$ cat config.mk
export PLATFORM = sky130hd
export DESIGN_NAME = gffp_ctrl
export DESIGN_NICKNAME = d
export VERILOG_FILES = /design/src/design/gffp_pkg.sv /design/src/design/gffp_ctrl.sv
export SDC_FILE = /design/constraint.sdc
export NUM_CORES = 1
export LEC_CHECK = 0
export BUFFER_PORTS_ARGS = -buffer_cell sky130_fd_sc_hd__buf_4
export CORE_AREA = 4 4 41 43
export CTS_CLUSTER_DIAMETER = 40
export DETAILED_ROUTE_END_ITERATION = 10
export DIE_AREA = 0 0 45 47
export PLACE_DENSITY = 0.59
export SLEW_MARGIN = 20
export SYNTH_ARGS = -nofsm -noshare
export SYNTH_HDL_FRONTEND = slang
export SYNTH_SLANG_ARGS = --single-unit
$ cat constraint.sdc
create_clock -name aclk -period 1.86 [get_ports aclk]
set_input_delay 0.093 -clock aclk [delete_from_list [all_inputs] [get_ports aclk]]
set_output_delay 0.093 -clock aclk [all_outputs]
set_load 0.005 [all_outputs]
$ cat src/design/gffp_pkg.sv
// Shared types and constants for the grid first-fit placer.
// Used by gffp_ctrl, gffp_dp and grid_first_fit_placer_core.
package gffp_pkg;

    localparam int MAX_ROWS_DEF   = 64;
    localparam int MAX_COLS_DEF   = 32;
    localparam int MAX_PIECES_DEF = 16;

    localparam int ID_W     = 8;
    localparam int LEN_W    = 6;
    localparam int CNT_W    = 5;
    localparam int STATUS_W = 2;
    localparam int ROW_OUT_W = 6;
    localparam int COL_OUT_W = 5;

    localparam int RW_W     = 6;
    localparam int RC_W     = 7;
    localparam int CFG_DW   = 7;
    localparam int CFG_IW   = 1;

    localparam logic [RW_W-1:0] ROW_WIDTH_RST = 6'd20;
    localparam logic [RC_W-1:0] ROW_COUNT_RST = 7'd50;

    localparam logic [CFG_IW-1:0] CFG_ROW_WIDTH = 1'd0;
    localparam logic [CFG_IW-1:0] CFG_ROW_COUNT = 1'd1;

    localparam logic [STATUS_W-1:0] ST_PLACED    = 2'd0;
    localparam logic [STATUS_W-1:0] ST_NO_FIT    = 2'd1;
    localparam logic [STATUS_W-1:0] ST_TOO_WIDE  = 2'd2;

    typedef struct packed {
        logic clear_en;
        logic load_req;
        logic scan_init;
        logic scan_en;
        logic fill_en;
        logic emit;
    } gffp_cmd_t;

    typedef struct packed {
        logic clear_done;
        logic req_none;
        logic req_wide;
        logic req_nofit;
        logic found;
        logic scan_end;
        logic fill_last;
        logic out_free;
        logic last_piece;
    } gffp_sts_t;

endpackage

$ cat src/design/gffp_ctrl.sv
// Controller state machine of the grid first-fit placer.
// Depends on gffp_pkg; drives gffp_dp through gffp_cmd_t.
module gffp_ctrl
    import gffp_pkg::*;
(
    input  logic      aclk,
    input  logic      aresetn,
    input  logic      s_valid,
    output logic      s_ready,
    input  gffp_sts_t sts,
    output gffp_cmd_t cmd
);

    localparam logic [2:0] S_CLEAR = 3'd0;
    localparam logic [2:0] S_IDLE  = 3'd1;
    localparam logic [2:0] S_CHECK = 3'd2;
    localparam logic [2:0] S_SCAN  = 3'd3;
    localparam logic [2:0] S_FILL  = 3'd4;
    localparam logic [2:0] S_EMIT  = 3'd5;

    logic [2:0] state_reg;
    logic [2:0] state_next;

    always_ff @(posedge aclk) begin
        if (!aresetn) begin
            state_reg <= S_CLEAR;
        end else begin
            state_reg <= state_next;
        end
    end

    always_comb begin
        state_next = state_reg;
        cmd        = '0;
        s_ready    = 1'b0;
        case (state_reg)
            S_CLEAR: begin
                cmd.clear_en = 1'b1;
                if (sts.clear_done) begin
                    state_next = S_IDLE;
                end
            end
            S_IDLE: begin
                s_ready = 1'b1;
                if (s_valid) begin
                    cmd.load_req = 1'b1;
                    state_next   = S_CHECK;
                end
            end
            S_CHECK: begin
                cmd.scan_init = 1'b1;
                if (sts.req_none) begin
                    state_next = S_IDLE;
                end else if (sts.req_wide || sts.req_nofit) begin
                    state_next = S_EMIT;
                end else begin
                    state_next = S_SCAN;
                end
            end
            S_SCAN: begin
                cmd.scan_en = 1'b1;
                if (sts.found) begin
                    state_next = S_FILL;
                end else if (sts.scan_end) begin
                    state_next = S_EMIT;
                end
            end
            S_FILL: begin
                cmd.fill_en = 1'b1;
                if (sts.fill_last) begin
                    state_next = S_EMIT;
                end
            end
            S_EMIT: begin
                if (sts.out_free) begin
                    cmd.emit = 1'b1;
                    if (sts.req_wide || sts.last_piece) begin
                        state_next = S_IDLE;
                    end else begin
                        state_next = S_CHECK;
                    end
                end
            end
            default: begin
                state_next = S_CLEAR;
            end
        endcase
    end

endmodule

==> metrics.md, run 1 <==
| Metric | Value |
|---|---|
| Antenna violations before repair | 0 |
| Final period utilization | 0.716 |
| Clock power share | 0.384 |
| Post-CTS sizing | 0 |
| Min-delay src | aresetn |
| Synth Area per Inst | 8.52 um^2 |
| Postcts setup bufs | 0 |
| Worst-path maximum fanout | 10 |
| Synth warn | 0 |
| Core area | 1300 um^2 |
| Die Y | 47 um |
| Max-slew violations | 0 |
| Internal power | between 0.2 and 0.25 mW |
| CP Launch Type | flop |
| Largest net degree at the start of global routing | 15 |
| Crit path buffers/inverters | 0 |
| Final hold vios | 0 |
| Switch Pwr | 0.0902 mW |
| First-pass GRT wire length | 1270 um |
| Synth area leaders | dfxtp_1 20%, a32oi_2 5.3%, buf_4 4.9% |
| Req. time, crit path | 2.04 ns |
| Mapped Cells | 36 |
| Minimum clock period | about 1.3 ns |
| Worst Setup SP | state_reg[1]$_SDFFE_PN0P_ |
| Fmax | 0.751 GHz |
| Leakage power | 0.214 nW |
| Detailed-route via count | roughly 330 |
| Area leader, netlist | dfxtp_1 |
| CTS tree | yes |
| Synth Cell Area | 307 um^2 |
| Tot Pwr | 0.304 mW |
| R2r worst-path depth | 3 |
| IO Port Bufs | 18 |
| HP Class | primary input to flop |
| Global route overflow | 0 |
| CP Capture Type | flop |
| RD Place Congestion | 0.693 |
| Post-DRT Antenna Nets | 0 |
| Combinational share of power | 0.323 |
| Final setup viols | 0 |
| WS Path Type | flop to flop |
| Worst-skew pair later-pin latency | 0.23 ns |
| Die ar. | 2120 um^2 |
| Power Density | 660 nW/um^2 |
| Setup TNS | 0 ns |
| First DRT Iteration DRCs | 1 |
| Outcome | complete, no violations |
| Synth cell types | 28 |
| Max FFs per register | 3 |
| Final clock skew | 0.0000291 ns |
| Final net count | 68 |
| WL final | 798 um |
| Critical Path AT | roughly 1.5 ns |
| CTS Buffer Depth | 2 |
| P&R area growth vs syn | 50.2% |
| Seq cells post-synth | 3 |
| CP max stage delay | 0.49 ns |
| DRT Pass-1 Iters | 2 |
| Sw frac | 0.297 |
| Clock-pin slew on the worst setup and hold paths | about 0.04 ns |
| RR Startpoint | state_reg[1]$_SDFFE_PN0P_ |
| DR vias/cell | 4.66 |
| Max-Cap Viols | 0 |
| Layout cell share with drive strength beyond 1 | 0.473 |
| Seq/Total Area, Yosys | 0.196 |
| ANT cells | 0 |
| Initial core utilization | 0.236 |
| Worst-Margin Slew | between 0.4 and 0.5 ns |
| Num ports | 19 |
| R2r setup slk | 0.53 ns |
| Slowest cell on the critical path | dfxtp_1 |
| Setup crit end | state_reg[1]$_SDFFE_PN0P_ |
| Rows | 13 |
| Syn Nets | 48 |
| Relative slew slack | 0.722 |
| Wire per inst | about 11 um |
| Vias in the first global route | 331 |
| R2R Path End | state_reg[1]$_SDFFE_PN0P_ |
| Die X | 45 um |
| Seq pwr share | 0.293 |
| DRC | 0 |
| VDD IR max | 0.332 mV |
| Worst path depth | 3 |
| RSZ-0062 raised after global routing | no |
| Top cell type's share of synthesized area | 0.196 |
| CTS H-Tree Depth | 1 |
| Crit path cell chain | nor3b_2 > nor4b_1 > o311a_1 |
| Crit path max-delay family | simple AND/OR/NAND/NOR gates |
| Clk sinks | 3 |
| CTS Hold Bufs | 0 |
| Total global-route track usage | 0.0860 |
| Num CTS Buffers | 3 |
| CTS root buf | clkbuf_4 |
layer usage:
metal  track usage  part of all wire
met5             0                 0
met4        0.0351                 0
met3        0.0613             0.089
met2         0.138              0.48
met1        0.0862              0.43
synth_stat cells, drive strengths merged:
cell and number:
nand3 1, nand3b 1, o311a 1, nor2 4, or4 1, nand2 1, nor2b 2, or2b 1
nor3 1, o21ai 1, and3b 1, nor4b 1, a22o 1, and2 2, buf 3, a21oi 1
mux2i 1, o21ba 1, nor3b 2, dfxtp 3, nand2b 1, o311ai 1, a21o 1, o31ai 1
a32oi 1, and3 1
stage by stage:
step                cell area [um^2]  worst slack, ns  hold WS [ns]   util  instances
floorplan                        307            0.678         0.224      -         36
global placement                 434            0.538         0.368  0.334         66
detailed placement               434            0.509         0.377  0.334         66
CTS                              460            0.508         0.126  0.354         70
global route                     460            0.430         0.114  0.354         70
finish                           460            0.528         0.131  0.354         70
kinds of logic (layout without fill, tap and decap cells):
| kind of cell | Yosys count | after routing | share of synthesized area |
|---|---|---|---|
| AO/OA/AOI/OAI | 9 | 9 | 0.269 |
| buffers and inverters | 3 | 22 | 0.0857 |
| flip-flops | 3 | 3 | 0.196 |
| multiplexers | 1 | 1 | 0.0327 |
| AND/OR/NAND/NOR | 20 | 20 | 0.416 |
worst min path at each step:
| stage | cells after the start | to | slack [ns] |
|---|---|---|---|
| 3_3_place_gp | 3 | state_reg[2]$_SDFFE_PN0P_ | 0.37 |
| 4_1_cts | 2 | state_reg[1]$_SDFFE_PN0P_ | 0.13 |
| 2_1_floorplan | 1 | state_reg[1]$_SDFFE_PN0P_ | 0.22 |
| 6_report | 2 | state_reg[1]$_SDFFE_PN0P_ | 0.13 |
| 5_1_grt | 2 | state_reg[1]$_SDFFE_PN0P_ | 0.11 |
| 3_5_place_dp | 3 | state_reg[2]$_SDFFE_PN0P_ | 0.38 |
cell type report:
type,count,area (um^2)
Sequential cell,3,60.1
Clock buffer,4,26.3
Tap cell,15,18.8
Multi-Input combinational cell,30,220
Timing Repair Buffer,18,135
Fill cell,151,841
layout by cell type (no fill, tap or decap):
| cell type | netlist | routed |
|---|---|---|
| and3_1 | 1 | 1 |
| o21ba_2 | 1 | 1 |
| a21oi_2 | 1 | 1 |
| nor3_1 | 1 | 1 |
| nand3b_1 | 1 | 1 |
| nand2_1 | 1 | 1 |
| or4_1 | 1 | 1 |
| o311a_1 | 1 | 1 |
| and2_1 | 2 | 2 |
| a32oi_2 | 1 | 1 |
| nor4b_1 | 1 | 1 |
| mux2i_1 | 1 | 1 |
| clkbuf_4 | 0 | 3 |
| nand2b_1 | 1 | 1 |
| a21o_1 | 1 | 1 |
| nor3b_2 | 1 | 1 |
| nand3_1 | 1 | 1 |
| nor2_1 | 4 | 4 |
| buf_4 | 2 | 18 |
| and3b_2 | 1 | 1 |
| dfxtp_1 | 3 | 3 |
| clkbuf_1 | 0 | 1 |
| a22o_1 | 1 | 1 |
| or2b_1 | 1 | 1 |
| o21ai_0 | 1 | 1 |
| nor3b_1 | 1 | 1 |
| o311ai_1 | 1 | 1 |
| nor2b_1 | 2 | 2 |
| o31ai_1 | 1 | 1 |
power groups by stage:
stage | Combinational (mW) | Clock, mW | Sequential [mW]
floorplan | 0.0726 | 0 | 0.0757
global placement | 0.0999 | 0 | 0.0903
detailed placement | 0.0996 | 0 | 0.0909
CTS | 0.0998 | 0.123 | 0.0895
global route | 0.108 | 0.134 | 0.0916
finish | 0.0982 | 0.117 | 0.0891
(Power assumes the default switching activity.)
==> run 2, diff against run 1 <==
- clock period: 1.86 -> 1.3 ns (I/O delays scaled with it)
==> run 2 against run 1 <==
Compared with the run above: setup slack worse by 0.44 ns; core utilization is 3.8 points higher; non-clock buffer count is 5 higher; count of clock-buffer cells in the layout stayed put; first-iteration DRC count grew to 4.0 times the previous value; critical path depth is 1 higher; clock power is 38% higher; die area stayed put; largest cell class unchanged; largest power group is now combinational cells.
==> metrics.md, run 2 (same netlist as run 1, synthesis figures left out) <==
| Metric | Value |
|---|---|
| Sw frac | 0.287 |
| Final setup viols | 0 |
| Crit path cell chain | buf_4 > nor2_2 > and3_1 > buf_4 |
| ANT cells | 0 |
| Rows | 13 |
| CP Capture Type | output port |
| R2R Path End | state_reg[1]$_SDFFE_PN0P_ |
| Antenna violations before repair | 0 |
| First-pass GRT wire length | 1440 um |
| Met1 Use GR | 0.104 |
| WL final | 830 um |
| Fmax | about 0.83 GHz |
| P&R area growth vs syn | 66.5% |
| Internal power | 0.327 mW |
| CP Launch Type | flop |
| Relative slew slack | 0.787 |
| Combinational share of power | 0.370 |
| Worst-path maximum fanout | 8 |
| Worst-skew pair later-pin latency | about 0.23 ns |
| Clk sinks | 3 |
| Wire per inst | ~11 um |
| R2r worst-path depth | 3 |
| Seq pwr share | 0.278 |
| Max-slew violations | 0 |
| Most frequent cells in the layout | 23 x buf_4, 3 x nor2_1, 3 x clkbuf_4, 3 x dfxtp_2 |
| CTS root buf | clkbuf_4 |
| Max FFs per register | 3 |
| Outcome | complete, no violations |
| Minimum clock period | 1.21 ns |
| Most common cell after layout, fill and taps aside | buf_4 |
| Req. time, crit path | 1.24 ns |
| Core area | 1300 um^2 |
| Final clock skew | 0.00142 ns |
| R2r setup slk | between 0.1 and 0.15 ns |
| HP Class | primary input to flop |
| VDD IR max | 0.317 mV |
| Clock-pin slew on the worst setup and hold paths | 0.04 ns |
| Met2 usage in global routing | 0.155 |
| Worst-Margin Slew | between 0.3 and 0.4 ns |
| Hold depth | 3 |
| DR vias/cell | 4.73 |
| Largest net degree at the start of global routing | 13 |
| Crit path buffers/inverters | 2 |
| Clock power share | 0.352 |
| Post-route setup slack | between 0.08 and 0.09 ns |
| Crit path max-delay family | flip-flops |
| Switch Pwr | approximately 0.13 mW |
| Fin Hold WS | just under 0.1 ns |
| M3 GR Usage | 0.0230 |
| Detailed-route via count | 355 |
| Worst hold endpoint | state_reg[2]$_SDFFE_PN0P_ |
| Max-Cap Viols | 0 |
| RSZ-0062 raised after global routing | no |
| Cell repeated most along the worst path | buf_4 |
| IO Port Bufs | 18 |
| Die Y | 47 um |
| Final net count | 73 |
| CTS tree | yes |
| Power Density | 898 nW/um^2 |
| Layout cell share with drive strength beyond 1 | 0.600 |
| WS Path Type | flop to output port |
| Final period utilization | 0.931 |
| Slowest cell on the critical path | dfxtp_2 |
| CTS H-Tree Depth | 1 |
| CP max stage delay | 0.34 ns |
| DRC | 0 |
| First DRT Iteration DRCs | 4 |
| Critical Path AT | between 1 and 1.5 ns |
| Gr busiest metal | met2 |
| DP Worst Slack | -0.00941 ns |
| CTS Hold Bufs | 0 |
| RD Place Congestion | ~0.74 |
| Num ports | 19 |
| Die X | 45 um |
| Global route overflow | 0 |
| Min-delay src | aresetn |
| Post-DRT Antenna Nets | 0 |
| Die ar. | between 2000 and 2500 um^2 |
| Vias in the first global route | around 370 |
| Total global-route track usage | 0.0916 |
| Num CTS Buffers | 3 |
| Initial core utilization | 0.236 |
| Leakage power | 0.242 nW |
| DRT Pass-1 Iters | 2 |
| Final hold vios | 0 |
| CTS Buffer Depth | 2 |
| RR Startpoint | state_reg[0]$_SDFFE_PN0P_ |
==> run 2: metrics by stage <==
stage                     std cells  utilization  area, um^2  power (mW)  setup TNS (ns)
after CTS                        75        0.386         502       0.468               0
after global placement           71        0.363         472       0.295         -0.0696
after detailed placement         71        0.363         472       0.295         -0.0162
after global routing             75        0.392         510       0.498               0
final                            75        0.392         510       0.459               0
after floorplan                  36            -         307       0.212               0
==> run 2: per-layer routing <==
| metal | share of wire | vias to the layer above |
|---|---|---|
| met3 | 0.061 | 0 |
| met4 | 0 | 0 |
| met5 | 0 | - |
| li1 | - | 184 |
| met1 | 0.45 | 161 |
| met2 | 0.48 | 10 |
==> run 2: what timing repair did <==
item / in CTS / in global routing
endpoints found under the setup margin: 4 / 7
resized for setup: 2 / 3
setup buffers: 0 / 0
==> run 2: worst max-delay path by stage <==
stage                                   start                   endpoint  slack (ns)  depth (start not counted)
floorplan           state_reg[2]$_SDFFE_PN0P_  state_reg[0]$_SDFFE_PN0P_        0.12                          4
global placement    state_reg[0]$_SDFFE_PN0P_  state_reg[2]$_SDFFE_PN0P_       -0.04                          3
detailed placement  state_reg[0]$_SDFFE_PN0P_  state_reg[2]$_SDFFE_PN0P_      -0.009                          3
CTS                 state_reg[1]$_SDFFE_PN0P_  state_reg[1]$_SDFFE_PN0P_        0.01                          3
global route        state_reg[0]$_SDFFE_PN0P_  state_reg[1]$_SDFFE_PN0P_        0.01                          3
finish              state_reg[2]$_SDFFE_PN0P_                     cmd[4]        0.09                          4
==> run 2: cell type report <==
type	instances	area, um^2
clock buffers	4	26.3
fillers	151	791
multi-input cells	30	229
well taps	15	18.8
repair buffers	23	173
flip-flops and latches	3	63.8
==> run 2: tightest hold or removal path, stage by stage <==
cell and delay, ns:
buf_4 0.10, nand3_1 0.07, o31ai_1 0.06
==> run 2: power groups by stage <==
stage	Clock, mW	Combinational [mW]	Sequential [mW]
2_1_floorplan	0	0.104	0.108
3_3_place_gp	0	0.168	0.126
3_5_place_dp	0	0.169	0.126
4_1_cts	0.171	0.170	0.126
5_1_grt	0.180	0.188	0.130
6_report	0.161	0.170	0.128
==> run 3, diff against run 2 <==
- MAX_ROUTING_LAYER: not set -> met4
- clock period: 1.3 -> 1.2 ns (I/O delays scaled with it)
==> run 3 against run 2 <==
Compared with the run above: final cell count grew 5.3%; core utilization grew 3.5 points; global-route usage grew 0.54 points; non-clock buffer count grew 4; highest routed layer unchanged.
==> metrics.md, run 3 (same netlist as run 1, synthesis figures left out) <==
| Metric | Value |
|---|---|
| Outcome | complete, no violations |
| CTS H-Tree Depth | 1 |
| VDD IR max | ~0.36 mV |
| CTS root buf | clkbuf_4 |
| Leakage power | approximately 0.26 nW |
| Clock-pin slew on the worst setup and hold paths | 0.04 ns |
| Num ports | 19 |
| Most frequent cells in the layout | 26 x buf_4, 3 x nor2_1, 3 x clkbuf_4, 3 x dfxtp_4 |
| Total global-route track usage | 0.0969 |
| Max FFs per register | 3 |
| Worst Setup SP | state_reg[2]$_SDFFE_PN0P_ |
| Final hold vios | 0 |
| IO Port Bufs | 18 |
| Final net count | 77 |
| Die ar. | 2120 um^2 |
| CTS Buffer Depth | 2 |
| Global route overflow | 0 |
| Util after Layout | 0.427 |
| Die Y | 47 um |
| Worst-skew pair later-pin latency | 0.23 ns |
| RR Startpoint | state_reg[2]$_SDFFE_PN0P_ |
| Area after DPL | ~500 um^2 |
| Final period utilization | 0.964 |
| Layout cell share with drive strength beyond 1 | 0.625 |
| First-pass GRT wire length | between 1000 and 1500 um |
| RSZ-0062 raised after global routing | yes |
| Min-delay src | aresetn |
| WL final | between 800 and 900 um |
| DRT Pass-1 Iters | 4 |
| Power Density | 939 nW/um^2 |
| Final clock skew | 0.00320 ns |
| P&R area growth vs syn | 81.2% |
| DP Worst Slack | -0.0640 ns |
| Max-Cap Viols | 0 |
| Worst-path maximum fanout | 8 |
| HP Class | primary input to flop |
| Final setup viols | 0 |
| Relative slew slack | 0.793 |
| CP Launch Type | flop |
| Minimum clock period | 1.16 ns |
| R2r worst-path depth | 5 |
| Hold depth | 3 |
| DRC | 0 |
| CTS Hold Bufs | 0 |
| Tot Pwr | 0.522 mW |
| Filler Cells Inserted | 142 |
| Antenna violations before repair | 0 |
| Largest net degree at the start of global routing | 11 |
| Vias in the first global route | 342 |
| Post-route setup slack | 0.0430 ns |
| Max-slew violations | 0 |
| Critical Path AT | 1.10 ns |
| First DRT Iteration DRCs | 4 |
| DR vias/cell | 4.54 |
| Final instance area | 556 um^2 |
| Worst-Margin Slew | 0.306 ns |
| Num CTS Buffers | 3 |
| CTS tree | yes |
| Req. time, crit path | 1.14 ns |
| ANT cells | 0 |
| Most common cell after layout, fill and taps aside | buf_4 |
| Post-DRT Antenna Nets | 0 |
| CP Capture Type | output port |
| Die X | 45 um |
| Fmax | ~0.86 GHz |
| Core area | around 1300 um^2 |
| Rows | 13 |
| WS Path Type | flop to output port |
| Initial core utilization | 0.236 |
| RD Place Congestion | 0.804 |
| Wire per inst | 11.0 um |
| Hpwl dp | 713 um |
| Clk sinks | 3 |
| Detailed-route via count | 359 |
## run 3: what timing repair did
| item | CTS | global route |
|---|---|---|
| gates resized for setup | 6 | 4 |
| buffers inserted | 0 | 1 |
| setup endpoints to repair | 7 | 5 |
| pin swaps | 2 | 1 |
## run 3: power breakdown
| part | internal [mW] | leakage [nW] | switching [mW] | total [mW] |
|---|---|---|---|---|
| combinational | 0.139 | 0.220 | 0.0748 | 0.214 |
| clock | 0.125 | 0.0150 | 0.0507 | 0.175 |
| sequential | 0.111 | 0.0267 | 0.0219 | 0.133 |
| total | 0.374 | 0.262 | 0.147 | 0.522 |
## run 3: layer usage
layer | vias to the layer above | GRT usage | wire [um]
li1 | 191 | - | -
met1 | 158 | 0.113 | 381
met2 | 10 | 0.150 | 430
met3 | 0 | 0.0153 | 60
met4 | 0 | 0.0702 | 0
met5 | - | - | 0
## run 3: worst max-delay path, stage by stage, from the launching register on
cell,delay [ns]
dfxtp_4,0.36
buf_4,0.15
nor2_4,0.09
and3_4,0.17
buf_4,0.10
## run 3: cell type report
class | count | area, um^2 | area share
Clock buffer | 4 | 26.3 | 0.0473
Sequential cell | 3 | 71.3 | 0.128
Tap cell | 15 | 18.8 | 0.0338
Multi-Input combinational cell | 30 | 233 | 0.419
Timing Repair Buffer | 27 | 206 | 0.372
## run 3: final timing paths
| check | to | slack (ns) |
|---|---|---|
| worst min-delay path | state_reg[2]$_SDFFE_PN0P_ | 0.1 |
| worst min register to register | state_reg[2]$_SDFFE_PN0P_ | 0.54 |
| worst max-delay path | cmd[4] | 0.04 |
| worst max register to register | state_reg[1]$_SDFFE_PN0P_ | 0.04 |
## run 3: through the flow
| stage | cells | TNS, ns | hold slack [ns] |
|---|---|---|---|
| after detailed placement | 75 | -0.0849 | 0.331 |
| after floorplan | 36 | 0 | 0.191 |
| after CTS | 78 | 0 | 0.0889 |
| final | 79 | 0 | 0.0986 |
| after global placement | 75 | -0.0267 | 0.334 |
| after global routing | 79 | -0.0318 | 0.101 |
